<file path="src/rtl/u8v_pkg.sv">
`timescale 1ns / 1ps
// shared types, codes and constants of the utf-8 stream validator
package u8v_pkg;

   localparam int OFFSET_BITS_DEFAULT = 32;
   localparam int OUT_OFFSET_BITS     = 32;

   // status codes
   localparam logic [1:0] STATUS_VALID     = 2'd0;
   localparam logic [1:0] STATUS_BAD_LEAD  = 2'd1;
   localparam logic [1:0] STATUS_BAD_CONT  = 2'd2;
   localparam logic [1:0] STATUS_TRUNCATED = 2'd3;

   // byte ranges
   localparam logic [7:0] ASCII_MAX = 8'h7F;
   localparam logic [7:0] LEAD2_MIN = 8'hC0;
   localparam logic [7:0] LEAD2_MAX = 8'hDF;
   localparam logic [7:0] LEAD3_MIN = 8'hE0;
   localparam logic [7:0] LEAD3_MAX = 8'hEF;
   localparam logic [7:0] LEAD4_MIN = 8'hF0;
   localparam logic [7:0] LEAD4_MAX = 8'hF4;
   localparam logic [7:0] CONT_MIN  = 8'h80;
   localparam logic [7:0] CONT_MAX  = 8'hBF;

   typedef struct packed {
      logic       bad_lead;
      logic [1:0] owes;
      logic       is_cont;
   } byte_class_type;

endpackage

</file>
<file path="src/rtl/u8v_req_if.sv">
`timescale 1ns / 1ps
// input channel: one buffer word per handshake
interface u8v_req_if;
   logic       valid;
   logic       ready;
   logic [7:0] data_byte;
   logic       last_byte;

   modport source (output valid, output data_byte, output last_byte, input ready);
   modport sink   (input valid, input data_byte, input last_byte, output ready);
endinterface

</file>
<file path="src/rtl/u8v_rsp_if.sv">
`timescale 1ns / 1ps
// result channel: status and offset of one checked buffer
interface u8v_rsp_if;
   logic        valid;
   logic        ready;
   logic [1:0]  status;
   logic [31:0] error_offset;

   modport source (output valid, output status, output error_offset, input ready);
   modport sink   (input valid, input status, input error_offset, output ready);
endinterface

</file>
<file path="src/rtl/u8v_classify.sv">
`timescale 1ns / 1ps
// classifies one word as lead byte or continuation byte, and flags bytes that cannot lead
module u8v_classify (
   input  logic [7:0]              data_byte,
   output u8v_pkg::byte_class_type byte_class
);

   always_comb begin
      byte_class          = '0;
      byte_class.is_cont  = (data_byte inside {[u8v_pkg::CONT_MIN:u8v_pkg::CONT_MAX]});
      if (data_byte <= u8v_pkg::ASCII_MAX) begin
         byte_class.owes = 2'd0;
      end else if (data_byte inside {[u8v_pkg::LEAD2_MIN:u8v_pkg::LEAD2_MAX]}) begin
         byte_class.owes = 2'd1;
      end else if (data_byte inside {[u8v_pkg::LEAD3_MIN:u8v_pkg::LEAD3_MAX]}) begin
         byte_class.owes = 2'd2;
      end else if (data_byte inside {[u8v_pkg::LEAD4_MIN:u8v_pkg::LEAD4_MAX]}) begin
         byte_class.owes = 2'd3;
      end else begin
         byte_class.bad_lead = 1'b1;
      end
   end

endmodule

</file>
<file path="src/rtl/u8v_scan.sv">
`timescale 1ns / 1ps
// sequence tracking state, first-error latch and result formation
module u8v_scan #(
   parameter int OFFSET_BITS = u8v_pkg::OFFSET_BITS_DEFAULT
) (
   input  logic                   clock,
   input  logic                   reset,
   input  logic                   step,
   input  logic [7:0]             data_byte,
   input  logic                   last_byte,
   output logic                   fire,
   output logic [1:0]             status,
   output logic [OFFSET_BITS-1:0] offset
);

   u8v_pkg::byte_class_type byte_class;

   logic [1:0]             owed_ff, owed_in;
   logic [OFFSET_BITS-1:0] pos_ff, pos_in;
   logic                   err_seen_ff, err_seen_in;
   logic [1:0]             err_kind_ff, err_kind_in;
   logic [OFFSET_BITS-1:0] err_pos_ff, err_pos_in;

   u8v_classify u_classify (
      .data_byte  (data_byte),
      .byte_class (byte_class)
   );

   always_comb begin
      owed_in     = owed_ff;
      err_seen_in = err_seen_ff;
      err_kind_in = err_kind_ff;
      err_pos_in  = err_pos_ff;
      pos_in      = (pos_ff == '1) ? pos_ff : pos_ff + OFFSET_BITS'(1);

      if (!err_seen_ff) begin
         if (owed_ff == 2'd0) begin
            if (byte_class.bad_lead) begin
               err_seen_in = 1'b1;
               err_kind_in = u8v_pkg::STATUS_BAD_LEAD;
               err_pos_in  = pos_ff;
            end else begin
               owed_in = byte_class.owes;
            end
         end else if (byte_class.is_cont) begin
            owed_in = owed_ff - 2'd1;
         end else begin
            err_seen_in = 1'b1;
            err_kind_in = u8v_pkg::STATUS_BAD_CONT;
            err_pos_in  = pos_ff;
         end
      end

      // result for a buffer ending on this word
      if (err_seen_in) begin
         status = err_kind_in;
         offset = err_pos_in;
      end else if (owed_in != 2'd0) begin
         status = u8v_pkg::STATUS_TRUNCATED;
         offset = pos_in;
      end else begin
         status = u8v_pkg::STATUS_VALID;
         offset = '0;
      end
   end

   assign fire = step && last_byte;

   always_ff @(posedge clock) begin
      if (reset || fire) begin
         owed_ff     <= 2'd0;
         pos_ff      <= '0;
         err_seen_ff <= 1'b0;
         err_kind_ff <= u8v_pkg::STATUS_VALID;
         err_pos_ff  <= '0;
      end else if (step) begin
         owed_ff     <= owed_in;
         pos_ff      <= pos_in;
         err_seen_ff <= err_seen_in;
         err_kind_ff <= err_kind_in;
         err_pos_ff  <= err_pos_in;
      end
   end

endmodule

</file>
<file path="src/rtl/utf8_stream_validator.sv">
`timescale 1ns / 1ps
// top level of the utf-8 stream validator
// checks a buffer, one byte per word, against permissive utf-8 framing
// (lead 00-7f alone, c0-df/e0-ef/f0-f4 owing one/two/three continuation bytes
// in 80-bf). one result word leaves per buffer, after its word marked last:
// status 0 valid, 1 bad lead byte, 2 bad continuation byte, 3 truncated, with
// the offset of the first offending byte, or the buffer length when truncated.
// overlong forms and surrogates are not flagged. throughput is one word per
// cycle while the result slot is free, set by the update of the sequence state;
// an accepted last word passes the input register and then the result register,
// and a stalled result can hold it in between. the byte position saturates at
// 2^OFFSET_BITS-1 and reported offsets clip at ffffffff.
module utf8_stream_validator #(
   parameter int OFFSET_BITS = u8v_pkg::OFFSET_BITS_DEFAULT
) (
   input  logic clock,
   input  logic reset,
   u8v_req_if.sink   req_if,
   u8v_rsp_if.source rsp_if
);

   // width used to clip the internal offset onto the 32-bit port
   localparam int WIDE_BITS = (OFFSET_BITS > u8v_pkg::OUT_OFFSET_BITS) ?
                              OFFSET_BITS : u8v_pkg::OUT_OFFSET_BITS;

   // input register
   logic       in_valid_ff, in_valid_in;
   logic [7:0] in_byte_ff;
   logic       in_last_ff;

   // result register
   logic        rsp_valid_ff, rsp_valid_in;
   logic [1:0]  rsp_status_ff;
   logic [31:0] rsp_offset_ff;

   logic                   out_free;
   logic                   step;
   logic                   fire;
   logic [1:0]             scan_status;
   logic [OFFSET_BITS-1:0] scan_offset;
   logic [WIDE_BITS-1:0]   offset_wide;
   logic [31:0]            offset_clip;

   // result slot is free when empty or being taken this cycle
   assign out_free = !rsp_valid_ff || rsp_if.ready;

   // the registered word is consumed whenever a result could be stored
   assign step = in_valid_ff && out_free;

   // a new word enters when the input register is empty or draining
   assign req_if.ready = !in_valid_ff || step;

   assign in_valid_in = req_if.valid ? 1'b1 : (in_valid_ff && !step);

   always_ff @(posedge clock) begin
      if (reset) begin
         in_valid_ff <= 1'b0;
      end else begin
         in_valid_ff <= in_valid_in;
      end
   end

   always_ff @(posedge clock) begin
      if (req_if.valid && req_if.ready) begin
         in_byte_ff <= req_if.data_byte;
         in_last_ff <= req_if.last_byte;
      end
   end

   u8v_scan #(
      .OFFSET_BITS (OFFSET_BITS)
   ) u_scan (
      .clock     (clock),
      .reset     (reset),
      .step      (step),
      .data_byte (in_byte_ff),
      .last_byte (in_last_ff),
      .fire      (fire),
      .status    (scan_status),
      .offset    (scan_offset)
   );

   // clip to the port width, saturating to all ones
   assign offset_wide = WIDE_BITS'(scan_offset);
   assign offset_clip = (offset_wide > WIDE_BITS'(32'hFFFF_FFFF)) ? 32'hFFFF_FFFF :
                        offset_wide[31:0];

   always_comb begin
      rsp_valid_in = rsp_valid_ff;
      if (out_free) begin
         rsp_valid_in = fire;
      end
   end

   always_ff @(posedge clock) begin
      if (reset) begin
         rsp_valid_ff <= 1'b0;
      end else begin
         rsp_valid_ff <= rsp_valid_in;
      end
   end

   always_ff @(posedge clock) begin
      if (fire) begin
         rsp_status_ff <= scan_status;
         rsp_offset_ff <= offset_clip;
      end
   end

   assign rsp_if.valid        = rsp_valid_ff;
   assign rsp_if.status       = rsp_status_ff;
   assign rsp_if.error_offset = rsp_offset_ff;

endmodule

</file>
<file path="src/flat_wrapper.sv">
// flat-port wrapper written by rule: the top's interface ports become plain ports
module utf8_stream_validator_flat 
#(
   parameter int OFFSET_BITS = u8v_pkg::OFFSET_BITS_DEFAULT
)
  (clock, reset, req_if_valid, req_if_data_byte, req_if_last_byte, req_if_ready, rsp_if_valid, rsp_if_status, rsp_if_error_offset, rsp_if_ready);
  u8v_req_if req_if_i ();
  u8v_rsp_if rsp_if_i ();
  input  logic clock;
  input  logic reset;
  input wire logic [$bits(req_if_i.valid)-1:0] req_if_valid;
  input wire logic [$bits(req_if_i.data_byte)-1:0] req_if_data_byte;
  input wire logic [$bits(req_if_i.last_byte)-1:0] req_if_last_byte;
  output wire logic [$bits(req_if_i.ready)-1:0] req_if_ready;
  output wire logic [$bits(rsp_if_i.valid)-1:0] rsp_if_valid;
  output wire logic [$bits(rsp_if_i.status)-1:0] rsp_if_status;
  output wire logic [$bits(rsp_if_i.error_offset)-1:0] rsp_if_error_offset;
  input wire logic [$bits(rsp_if_i.ready)-1:0] rsp_if_ready;
  assign req_if_i.valid = req_if_valid;
  assign req_if_i.data_byte = req_if_data_byte;
  assign req_if_i.last_byte = req_if_last_byte;
  assign req_if_ready = req_if_i.ready;
  assign rsp_if_valid = rsp_if_i.valid;
  assign rsp_if_status = rsp_if_i.status;
  assign rsp_if_error_offset = rsp_if_i.error_offset;
  assign rsp_if_i.ready = rsp_if_ready;
  utf8_stream_validator #(.OFFSET_BITS(OFFSET_BITS)) u_core (.clock(clock), .reset(reset), .req_if(req_if_i), .rsp_if(rsp_if_i));
endmodule
</file>
<file path="config.mk">
export PLATFORM = sky130hd
export DESIGN_NAME = utf8_stream_validator_flat
export DESIGN_NICKNAME = d
export VERILOG_FILES = /design/src/rtl/u8v_pkg.sv /design/src/rtl/u8v_req_if.sv /design/src/rtl/u8v_rsp_if.sv /design/src/rtl/u8v_classify.sv /design/src/rtl/u8v_scan.sv /design/src/rtl/utf8_stream_validator.sv /design/src/flat_wrapper.sv
export SDC_FILE = /design/constraint.sdc
export NUM_CORES = 1
export LEC_CHECK = 0
export BUFFER_PORTS_ARGS = -buffer_cell sky130_fd_sc_hd__buf_2
export CAP_MARGIN = 10
export CORE_MARGIN = 3
export CORE_UTILIZATION = 35
export DETAILED_ROUTE_END_ITERATION = 7
export SLEW_MARGIN = 20
export SYNTH_ARGS = -nofsm -noshare
export SYNTH_HDL_FRONTEND = slang
export SYNTH_SLANG_ARGS = --single-unit
export TNS_END_PERCENT = 50
</file>
<file path="constraint.sdc">
create_clock -name clock -period 3.6 [get_ports clock]
set_input_delay 0.72 -clock clock [delete_from_list [all_inputs] [get_ports clock]]
set_output_delay 0.72 -clock clock [all_outputs]
set_load 0.02 [all_outputs]
</file>
# Yosys cells after proc, flatten, opt, wreduce, memory -nomap -nowiden
# Cells that the tools add are included.
[word_totals] register_bits=114 inputBits=13 out_inout_bits=36 word_cells=70
[classes] addsub=2 magnitude_cmp=10 eq_ne=1 mux=30 reduce_logical=16
[op_table] op="32-bit two-way mux" count=7
[op_table] op="32-bit by 1-bit adder with 32-bit output, second input constant" count=1
[op_table] op="32-bit == test, second input constant" count=1
[op_table] op="8-bit >= comparator, second input constant" count=4
[op_table] op="32-bit > comparator, second input constant" count=1
[op_table] op="8-bit <= comparator, second input constant" count=4
[op_table] op="2-bit two-way mux" count=14
[op_table] op="1-bit two-way mux" count=9
[op_table] op="8-bit by 7-bit <= comparator with 1-bit output, second input constant" count=1
[op_table] op="1-bit logical AND" count=8
[op_table] op="1-bit zero test" count=3
[op_table] op="1-bit logical OR" count=3
[op_table] op="2-bit zero test" count=1
[op_table] op="2-bit nonzero test" count=1
[op_table] op="2-bit by 1-bit subtractor with 2-bit output, second input constant" count=1

# Longest topological paths before layout
# Gate-level depths: netlist of run 1.
[depth] depth_word=13 mapped_depth=10 ltp_nobuf=8

# Hierarchy
# From an unflattened synthesis of run 1, not the netlist that was laid out.
[hier_totals] cells_unflattened=641 area_unflattened_um2=5597.9
[modules_own_cells] module="u8v_scan" n_inst=1 cells_per_inst=577 area_each_um2=4125.2 seq_area_each_um2=1381.3
[modules_own_cells] module="utf8_stream_validator" n_inst=1 cells_per_inst=53 area_each_um2=1393.8 seq_area_each_um2=1331.3
[modules_own_cells] module="u8v_classify" n_inst=1 cells_per_inst=11 area_each_um2=78.8 seq_area_each_um2=0.0

# Least setup slack after synthesis of run 1
# OpenSTA, ideal clock, no wires.
[synth_timing] path_type="in2reg" from="input port rsp_if_ready" to="register u_core.u_scan.pos_ff[12]" setup_ns=0.128 arrival_ns=2.867 t_required_ns=3.472 slack_ns=0.606 path_stages=10 path_cell_list="nand2b_1 and2_1 clkbuf_1 nand2_1 inv_1 or2_2 clkbuf_1 buf_6 clkbuf_1 nor2_1"
[synth_between] elab_chain_cells=4
[synth_lines] element="start, declared" line="flat_wrapper.sv:18" rtl="input wire logic [$bits(rsp_if_i.ready)-1:0] rsp_if_ready;"
[synth_lines] element="1-bit logical OR" line="utf8_stream_validator.sv:45" rtl="assign out_free = !rsp_valid_ff || rsp_if.ready;"
[synth_lines] element="1-bit logical AND" line="utf8_stream_validator.sv:48" rtl="assign step = in_valid_ff && out_free;"
[synth_lines] element="1-bit logical AND" line="u8v_scan.sv:67" rtl="assign fire = step && last_byte;"
[synth_lines] element="via u_core.fire" line="utf8_stream_validator.sv:38" rtl="logic fire;"
[synth_lines] element="1-bit logical OR" line="u8v_scan.sv:70" rtl="if (reset || fire) begin"
[synth_lines] element="end signal, assigned" line="u8v_scan.sv:78" rtl="pos_ff <= pos_in;"
[synth_lines] element="end, declared" line="u8v_scan.sv:19" rtl="logic [OFFSET_BITS-1:0] pos_ff, pos_in;"
# The timed path passes the listed nets, and every way through them passes these cells.
# A chain may end at the register's enable or synchronous reset.

# Worst setup path after layout of run 1
[layout_timing] from="register u_core.u_scan.owed_ff[0]" to="register u_core.rsp_offset_ff[12] (netlist: u_core.rsp_if.error_offset[12]) (data pin)"
[layout_between] elab_chain_cells=8
[layout_lines] element="start, declared" line="u8v_scan.sv:18" rtl="logic [1:0] owed_ff, owed_in;"
[layout_lines] element="start signal, assigned" line="u8v_scan.sv:77" rtl="owed_ff <= owed_in;"
[layout_lines] element="2-bit by 1-bit subtractor with 2-bit output" line="u8v_scan.sv:46" rtl="owed_in = owed_ff - 2'd1;"
[layout_lines] element="2-bit two-way mux" line="u8v_scan.sv:45" rtl="end else if (byte_class.is_cont) begin"
[layout_lines] element="2-bit two-way mux" line="u8v_scan.sv:37" rtl="if (owed_ff == 2'd0) begin"
[layout_lines] element="2-bit two-way mux" line="u8v_scan.sv:36" rtl="if (!err_seen_ff) begin"
[layout_lines] element="2-bit nonzero test" line="u8v_scan.sv:58" rtl="end else if (owed_in != 2'd0) begin"
[layout_lines] element="32-bit two-way mux" line="u8v_scan.sv:58"
[layout_lines] element="32-bit two-way mux (*)" line="u8v_scan.sv:55" rtl="if (err_seen_in) begin"
[layout_lines] element="via u_core.offset_wide[12]" line="utf8_stream_validator.sv:41" rtl="logic [WIDE_BITS-1:0] offset_wide;"
[layout_lines] element="32-bit > comparator" line="utf8_stream_validator.sv:85" rtl="assign offset_clip = (offset_wide > WIDE_BITS'(32'hFFFF_FFFF)) ? 32'hFFFF_FFFF :"
[layout_lines] element="end signal, assigned" line="utf8_stream_validator.sv:106" rtl="rsp_offset_ff <= offset_clip;"
[layout_lines] element="end, declared" line="utf8_stream_validator.sv:34" rtl="logic [31:0] rsp_offset_ff;"
# The timed path passes the listed nets; every way through them passes the cells marked *.

==> reports/summary.txt, run 1 <==
Outcome - finished, final reports clean
Critical Path Sink - u_core.rsp_if.error_offset[12]
Power Density - 492 mW/mm²
Placer Congestion - 0.856
Wirelength per Cell - 17.1 µm
CP max FO - 40
Post-CTS Setup Inserts - 0
Largest net degree at the start of global routing - 48
Post-synthesis cell count - 634
CTS Sinks - 114
Site Rows - 45
EDFF count, synth - 43
Overflow after GRT - 0
Total CTS buffers - 17
Number of max-cap violations - 0
Via/cell ratio - 5.44
Tightest Hold Check Type - reg -> reg
Starting density of the core - 36.5%
Most used cell, CP - o21ai_0
Wirelength, routed - 15100 µm
Vias in the first global route - 4700
Nets - 673
Main combinational cell family by area after synthesis - simple AND/OR/NAND/NOR gates
FMAX - 315 MHz
R2R setup slack - 420 ps
Die X - 133 µm
Ys Warns - 0
Worst Max-Slew Pin Slew - 855 ps
Fin Setup TNS - 0 ps
CTS tree - yes
# DRC - 0
R2R Path Start - u_core.u_scan.owed_ff[0]
Setup slack after layout - 422 ps
Initial antenna violation count - 0
Ant diodes - 0
Peak VDD IR - 0.343 mV
Avg Cell Area, Syn - 8.95 µm²
Headroom to the max-slew limit - 41.5%
Clock Latency Late Sink - 430 ps
Clk root buf - clkbuf_16
Crit-path cells - inv_1, ha_1, or3b_4, o21ai_0, a31oi_2, a311o_1, buf_4, o21ai_0, a211o_1
Post-synth top area share - 25.0%
Worst hold stages - 2
Detailed Routing Iterations Pass 1 - 5
Detailed Route Iter0 Violations - 436
Synth Area in Compound Gates - 16.0%
Max incr delay on CP - 670 ps
Sequential fraction of the synthesis area - 47.8%
Critical Path Start - u_core.u_scan.owed_ff[0]
Nature of the critical path startpoint - flop
Die Height - 133 µm
Post-CTS sizing - 0
H-tree depth - 4
Via count - 4802
Ratio of final minimum period to clock period - 88.3%
Post-synthesis mux area share - 0%
Post-synthesis simple-gate area fraction - 23.6%
Synth area leader - dfxtp_1
Synth top area cells - dfxtp_1 25%, edfxtp_1 23%, nand2_1 7.4%
Syn Nets - 649
Final ANT Viol Nets - 0
Final Hold Vio Count - 0
Setup crit end kind - flop
Clk buf depth - 2
Synth Register Bits - 114
Yosys cell types - 67
Hpwl dp - 9380 µm
Synth Cell Area - 0.00568 mm²
Util after Layout - 42.1%
Die ar. - 0.0178 mm²
Pre-CTS setup slack - 460 ps
Tot GR Track Use - 17.5%
Most common cell in the netlist - nand2_1
Worst r2r dst - u_core.rsp_if.error_offset[12]
Fin. max-slew vios - 0
Post-Synth Adder-Cell Area - 0.441%
Io pins - 49
Core Box Area - 0.0155 mm²
Hold buffers post-CTS - 0
Clock slew at reported path FFs - 50 ps
Worst path slowest cell - a31oi_2
Final Skew - 8.45 ps
Kind of critical path - reg -> reg
Area grow syn2layout - 15.3%
Leak Pwr - 2.25 nW
Post-route total power - 3.22 mW
R2R cell count - 9
Async S/R FF share, synth - 0%
Fraction of layout cells with a size suffix above 1 - 16.2%
Ys flop type - dfxtp_1
First-pass GRT wire length - 24700 µm
Final setup vio count - 0
RSZ-0062 raised after global routing - no
CP Data Arrival Time - 3350 ps
I/O Buffers - 48
Crit path time final - 3180 ps
Post-synth top cells - 112 x nand2_1, 71 x dfxtp_1, 55 x nor2_1
Synth Area in XOR/XNOR - 5.71%
WP data required - 3770 ps
placed cells by master, fill, tap and decap left out, drive strengths merged, types with 11 or more instances in the layout:
cell and instances:
edfxtp 43, nand4 11, o21ai 30, inv 12
nor2 55, buf 61, xnor2 28, or3 11
dfxtp 71, nor3 21, nand3 28, a21oi 45
clkbuf 24, nand2 112
cell families after synthesis:
| kind of cell | Yosys count |
|---|---|
| flops | 114 |
| xor+xnor | 37 |
| compound gates | 136 |
| buf+inv | 68 |
| fa+ha+maj | 2 |
| simple gates | 277 |
worst max-delay path, delay by kind of cell (launching register included):
| kind | cells | cell delay (ps) |
|---|---|---|
| compound gates | 5 | 1580 |
| buf+inv | 2 | 500 |
| flops | 1 | 320 |
| fa+ha+maj | 1 | 300 |
| simple gates | 1 | 210 |
sequential cells by signal (all words and copies together), names as in the netlist, 2 cells and up:
register	cells
u_core.in_byte_ff	8
u_core.u_scan.owed_ff	2
u_core.rsp_if.status	2
u_core.rsp_if.error_offset	32
u_core.u_scan.err_pos_ff	32
u_core.u_scan.err_kind_ff	2
u_core.u_scan.pos_ff	32
layout make-up:
type | count | area, µm²
sequential | 114 | 2710
clock inverter | 8 | 73.8
multi-input combinational | 452 | 2610
fill | 1542 | 8990
tap | 211 | 264
clock buffer | 24 | 504
inverter | 12 | 45.0
timing repair buffer | 61 | 338
per-layer routing:
layer | GRT usage [%] | vias to the layer above | part of all wire [%]
li1 | - | 2304 | -
met1 | 22.8 | 2334 | 46
met2 | 27.5 | 143 | 47
met3 | 4.80 | 21 | 5.4
met4 | 7.43 | 0 | 1.7
met5 | 0 | - | 0
where the power goes:
part           leakage (nW)  switching (mW)  internal (mW)  total, mW
clock                 0.280           0.591           1.04       1.63
sequential             1.02          0.0119           1.35       1.37
combinational         0.946           0.165         0.0557      0.221
total                  2.25           0.768           2.45       3.22
how the worst min path moves through the flow:
stage | startpoint | to | slack (ps)
CTS | req_if_data_byte[0] | u_core.in_byte_ff[0] | 450
detailed placement | u_core.u_scan.err_pos_ff[31] | u_core.u_scan.err_pos_ff[31] | 450
global placement | u_core.u_scan.err_pos_ff[26] | u_core.u_scan.err_pos_ff[26] | 440
floorplan | u_core.u_scan.err_pos_ff[12] | u_core.u_scan.err_pos_ff[12] | 430
global route | req_if_data_byte[2] | u_core.in_byte_ff[2] | 450
finish | u_core.u_scan.err_pos_ff[9] | u_core.u_scan.err_pos_ff[9] | 450
metrics by stage:
stage               area (µm²)  cells  hold WS, ps
finish                    6550    882          451
detailed placement        5970    850          447
global route              6550    882          449
floorplan                 5680    634          432
CTS                       6550    882          449
global placement          5960    850          439
(Power assumes the default switching activity.)
==> inputs of run 2 (changes only) <==
--- a/config.mk
+++ b/config.mk
@@ -8,5 +8,4 @@
 export BUFFER_PORTS_ARGS = -buffer_cell sky130_fd_sc_hd__buf_2
 export CAP_MARGIN = 10
-export CORE_MARGIN = 3
 export CORE_UTILIZATION = 35
 export DETAILED_ROUTE_END_ITERATION = 7
==> constraint.sdc (replaced) <==
create_clock -name clock -period 3.6 [get_ports clock]
set_input_delay 0.72 -clock clock [delete_from_list [all_inputs] [get_ports clock]]
set_output_delay 0.72 -clock clock [all_outputs]
set_load 0.01 [all_outputs]
==> reports/summary.txt, run 2 (synthesized netlist as in run 1, its figures left out) <==
Net Sw Power - 0.770 mW
Post-CTS sizing - 0
RSZ-0062 raised after global routing - no
Area grow syn2layout - 15.8%
Initial antenna violation count - 0
Hpwl dp - 8900 µm
Highest metal used - met4
Tightest Hold Check Type - reg -> reg
Critical Path Sink - u_core.rsp_if.error_offset[26]
Wirelength, routed - 13900 µm
Setup crit end kind - flop
Die X - 129 µm
WP data required - 3760 ps
Ratio of final minimum period to clock period - 80.7%
Post-CTS Setup Inserts - 0
Power Density - 486 mW/mm²
Sw Share - 24.1%
Worst hold slack - 455 ps
Number of max-cap violations - 0
Placer Congestion - 0.814
Wirelength per Cell - 15.6 µm
Fraction of layout cells with a size suffix above 1 - 16.9%
Vias in the first global route - 4520
Crit-path cells - inv_1, ha_1, or3b_4, a32oi_1, a311o_1, buf_4, o21ai_0, a211o_1
Peak VDD IR - 0.329 mV
Outcome - finished, final reports clean
Clk buf depth - 2
Most common cell after layout, fill and taps aside - nand2_1
Leak Pwr - 2.26 nW
Largest net degree at the start of global routing - 48
CP max FO - 40
Crit path time final - 2910 ps
Nature of the critical path startpoint - flop
Internal power - 2.42 mW
Leading cell types in the layout, fill and taps excluded - 112 x nand2_1, 71 x dfxtp_1, 54 x nor2_1, 48 x buf_2, 45 x a21oi_1
Critical Path Start - u_core.u_scan.owed_ff[0]
Detailed Routing Iterations Pass 1 - 5
Headroom to the max-slew limit - 35.2%
Worst Max-Slew Pin Slew - 947 ps
Placed cells - 859
Clock slew at reported path FFs - 50 ps
Util after Layout - 41.4%
Fin Setup TNS - 0 ps
Clock Latency Late Sink - 420 ps
Via count - 4725
Metal-1 WL - 6550 µm
Via/cell ratio - 5.30
Worst hold stages - 2
Met3 WL post-DR - 631 µm
Site Rows - 46
Final Hold Vio Count - 0
Placed Instance Area - 0.00600 mm²
Nets - 677
Tot GR Track Use - 18.0%
Clk root buf - clkbuf_16
Overflow after GRT - 0
Die ar. - 0.0167 mm²
Max incr delay on CP - 430 ps
WL met2 - 6480 µm
Fin. max-slew vios - 0
I/O Buffers - 48
Core Box Area - 0.0159 mm²
CTS tree - yes
Comb pwr share - 6.6%
# DRC - 0
Flop pwr share - 42.8%
H-tree depth - 4
R2R Path Start - u_core.u_scan.owed_ff[0]
Starting density of the core - 35.7%
Critical path depth - 8
Total CTS buffers - 17
Hold buffers post-CTS - 0
Worst r2r dst - u_core.rsp_if.error_offset[26]
CP Data Arrival Time - 3070 ps
Fillers - 1610
R2R cell count - 8
Die Height - 129 µm
Final setup vio count - 0
Design area - 0.00657 mm²
Final cell count without fillers - 891
FMAX - 344 MHz
Io pins - 49
CP Buf/Inv Count - 2
R2R setup slack - 690 ps
Ant diodes - 0
Worst path slowest cell - or3b_4
CTS Sinks - 114
Final Skew - 10.2 ps
First-pass GRT wire length - 22900 µm
Clock power frac - 50.6%
Detailed Route Iter0 Violations - 351
Final ANT Viol Nets - 0
Kind of critical path - reg -> reg
Cell family with most CP delay - compound AO/OA/AOI/OAI gates
-- run 2: changes by cell type in the layout (fill, tap and decap cells not counted), sizes merged --
cell      delta
bufinv       +1
buf          +4
clkinvlp     +3
clkbuf       -7
inv          +1
clkinv       +2
-- run 2: metal layers --
layer,track usage (%),vias up
li1,-,2313
met3,4.21,24
met4,8.93,0
met2,28.3,114
met1,23.2,2274
met5,0,-
-- run 2: power by group through the flow --
stage	Sequential (mW)	Clock [mW]	Combinational, mW
after floorplan	1.39	0	0.139
after global placement	1.39	0	0.207
after detailed placement	1.39	0	0.208
after CTS	1.37	1.64	0.209
after global routing	1.37	1.70	0.230
final	1.37	1.61	0.211
-- run 2: final cells by class --
type / count / area (µm²) / area share (%)
Sequential cell: 114 / 2710 / 41.3
Clock inverter: 15 / 143 / 2.17
Inverter: 12 / 45.0 / 0.686
Multi-Input combinational cell: 452 / 2610 / 39.7
Clock buffer: 17 / 425 / 6.47
Tap cell: 216 / 270 / 4.11
Timing Repair Buffer: 65 / 368 / 5.60
-- run 2: metrics by stage --
stage | worst slack [ps] | power, mW
after floorplan | 606 | 1.53
after global placement | 834 | 1.60
after detailed placement | 714 | 1.60
after CTS | 721 | 3.22
after global routing | 523 | 3.30
final | 693 | 3.19
-- run 2: worst min-delay path by stage --
stage | from | to
6_report | u_core.u_scan.err_pos_ff[26] | u_core.u_scan.err_pos_ff[26]
5_1_grt | req_if_last_byte | u_core.in_last_ff
4_1_cts | u_core.u_scan.err_pos_ff[31] | u_core.u_scan.err_pos_ff[31]
3_5_place_dp | u_core.u_scan.err_pos_ff[15] | u_core.u_scan.err_pos_ff[15]
3_3_place_gp | u_core.u_scan.err_pos_ff[26] | u_core.u_scan.err_pos_ff[26]
2_1_floorplan | u_core.u_scan.err_pos_ff[12] | u_core.u_scan.err_pos_ff[12]
-- run 2: tightest hold or removal path: cells and delay by family (launching register included) --
kind               cells  cell delay [ps]
DFF                    1              300
AOI/OAI and AO/OA      1               50
and+or+nand+nor        1               50
==> inputs of run 3 (changes only) <==
- clock period: 3.6 -> 2.8 ns (I/O delays scaled with it)
==> reports/summary.txt, run 3 (synthesized netlist as in run 1, its figures left out) <==
Outcome - finished, violations left
Violated checks - DRC
Critical Path Sink - u_core.rsp_if.error_offset[14]
Clock slew at reported path FFs - 50 ps
Vias in the first global route - 4627
Number of max-cap violations - 0
Clk root buf - clkbuf_16
Placed cells - 876
Nets - 694
Via count - 4752
Core Box Area - 0.0159 mm²
Multi-input gate area - 0.00260 mm²
Site Rows - 46
RSZ-0062 raised after global routing - no
Leak Pwr - 2.38 nW
Detailed Routing Iterations Pass 1 - 7
I/O Buffers - 48
Die X - 129 µm
Pre-CTS setup slack - 198 ps
Fillers - 1538
Ant diodes - 0
Final ANT Viol Nets - 0
Wirelength, routed - 14300 µm
Starting density of the core - 35.7%
Power Density - 643 mW/mm²
Hpwl dp - 9250 µm
Area grow syn2layout - 19.6%
Ratio of final minimum period to clock period - 94.7%
Leading cell types in the layout, fill and taps excluded - 112 x nand2_1, 71 x dfxtp_1, 54 x nor2_1, 48 x buf_2, 45 x a21oi_1
Largest net degree at the start of global routing - 56
Clk buf depth - 2
Placed Instance Area - 0.00615 mm²
Setup slack after layout - 147 ps
Worst r2r dst - u_core.rsp_if.error_offset[14]
Worst hold slack - 312 ps
CTS tree - yes
R2R Path Start - u_core.u_scan.owed_ff[1]
FMAX - 377 MHz
Final Skew - 9.92 ps
Wirelength per Cell - 15.7 µm
Nature of the critical path startpoint - flop
Tot GR Track Use - 18.6%
Worst Max-Slew Pin Slew - 787 ps
Initial antenna violation count - 0
Fraction of layout cells with a size suffix above 1 - 19.1%
Clock Latency Late Sink - 420 ps
Overflow after GRT - 0
Kind of critical path - reg -> reg
Reg area - 0.00271 mm²
R2R cell count - 10
CP max FO - 14
H-tree depth - 4
Setup crit end kind - flop
Fin Setup TNS - 0 ps
Crit path time final - 2650 ps
Detailed Route Iter0 Violations - 400
Die ar. - 0.0167 mm²
Critical Path Start - u_core.u_scan.owed_ff[1]
# DRC - 1
Design area - 0.00679 mm²
Total CTS buffers - 17
Die Height - 129 µm
Final setup vio count - 0
Hold buffers post-CTS - 0
First-pass GRT wire length - 23500 µm
Post-route total power - 4.36 mW
Final cell count without fillers - 908
Util after Layout - 42.7%
Most common cell after layout, fill and taps aside - nand2_1
Fin. max-slew vios - 0
Post-CTS Setup Inserts - 0
R2R setup slack - 150 ps
Headroom to the max-slew limit - 46.2%
Final Hold Vio Count - 0
WP data required - 3020 ps
HP Start - req_if_data_byte[3]
CTS Sinks - 114
Tightest Hold Check Type - in -> reg
Io pins - 49
Via/cell ratio - 5.23
Placer Congestion - 0.852
Peak VDD IR - 0.493 mV
Post-CTS sizing - 0
CP Data Arrival Time - 2870 ps
-- run 3: cell types whose count changed in the layout (fill, tap and decap cells not counted), moves of 2 or more --
cell / previous run / this run
bufinv_16: 2 / 4
clkinvlp_4: 5 / 3
buf_4: 17 / 32
clkbuf_8: 0 / 2
clkinv_2: 4 / 1
buf_12: 0 / 2
-- run 3: where the power goes --
part           switching (mW)  total [mW]  internal, mW  leakage [nW]
Sequential             0.0139        1.75          1.74          1.02
Clock                   0.778        2.31          1.54         0.305
Combinational           0.205       0.293        0.0886          1.05
-- run 3: worst min-delay path by stage --
| stage | endpoint | slack, ps | depth (start not counted) |
|---|---|---|---|
| after floorplan | u_core.u_scan.err_pos_ff[12] | 430 | 2 |
| after global placement | u_core.u_scan.err_pos_ff[12] | 440 | 2 |
| after detailed placement | u_core.u_scan.err_pos_ff[31] | 450 | 2 |
| after CTS | u_core.in_byte_ff[3] | 300 | 1 |
| after global routing | u_core.in_byte_ff[7] | 300 | 1 |
| final | u_core.in_byte_ff[3] | 310 | 1 |
-- run 3: worst max-delay path, cell delays in order, from the launching register on --
cell      delay (ps)
dfxtp_1          380
inv_1             60
ha_1             210
or3b_4           400
o21ai_0          160
a31oi_1          120
buf_4            230
a311oi_2         330
buf_12           200
a21oi_1           70
o21ai_0          270
-- run 3: metal layers --
layer  track usage (%)  part of all wire (%)  vias to the layer above
met4              7.47                   1.3                        0
met5                 0                     0                        -
li1                  -                     -                     2342
met2              31.1                    49                      122
met3              4.87                   4.8                       19
met1              22.8                    45                     2269
-- run 3: cell type report --
| type | count | share of cell area, % |
|---|---|---|
| sequential | 114 | 40.0 |
| multi-input combinational | 452 | 38.3 |
| timing repair buffer | 82 | 7.67 |
| clock buffer | 20 | 6.73 |
| tap | 216 | 3.98 |
| clock inverter | 12 | 2.64 |
| inverter | 12 | 0.719 |
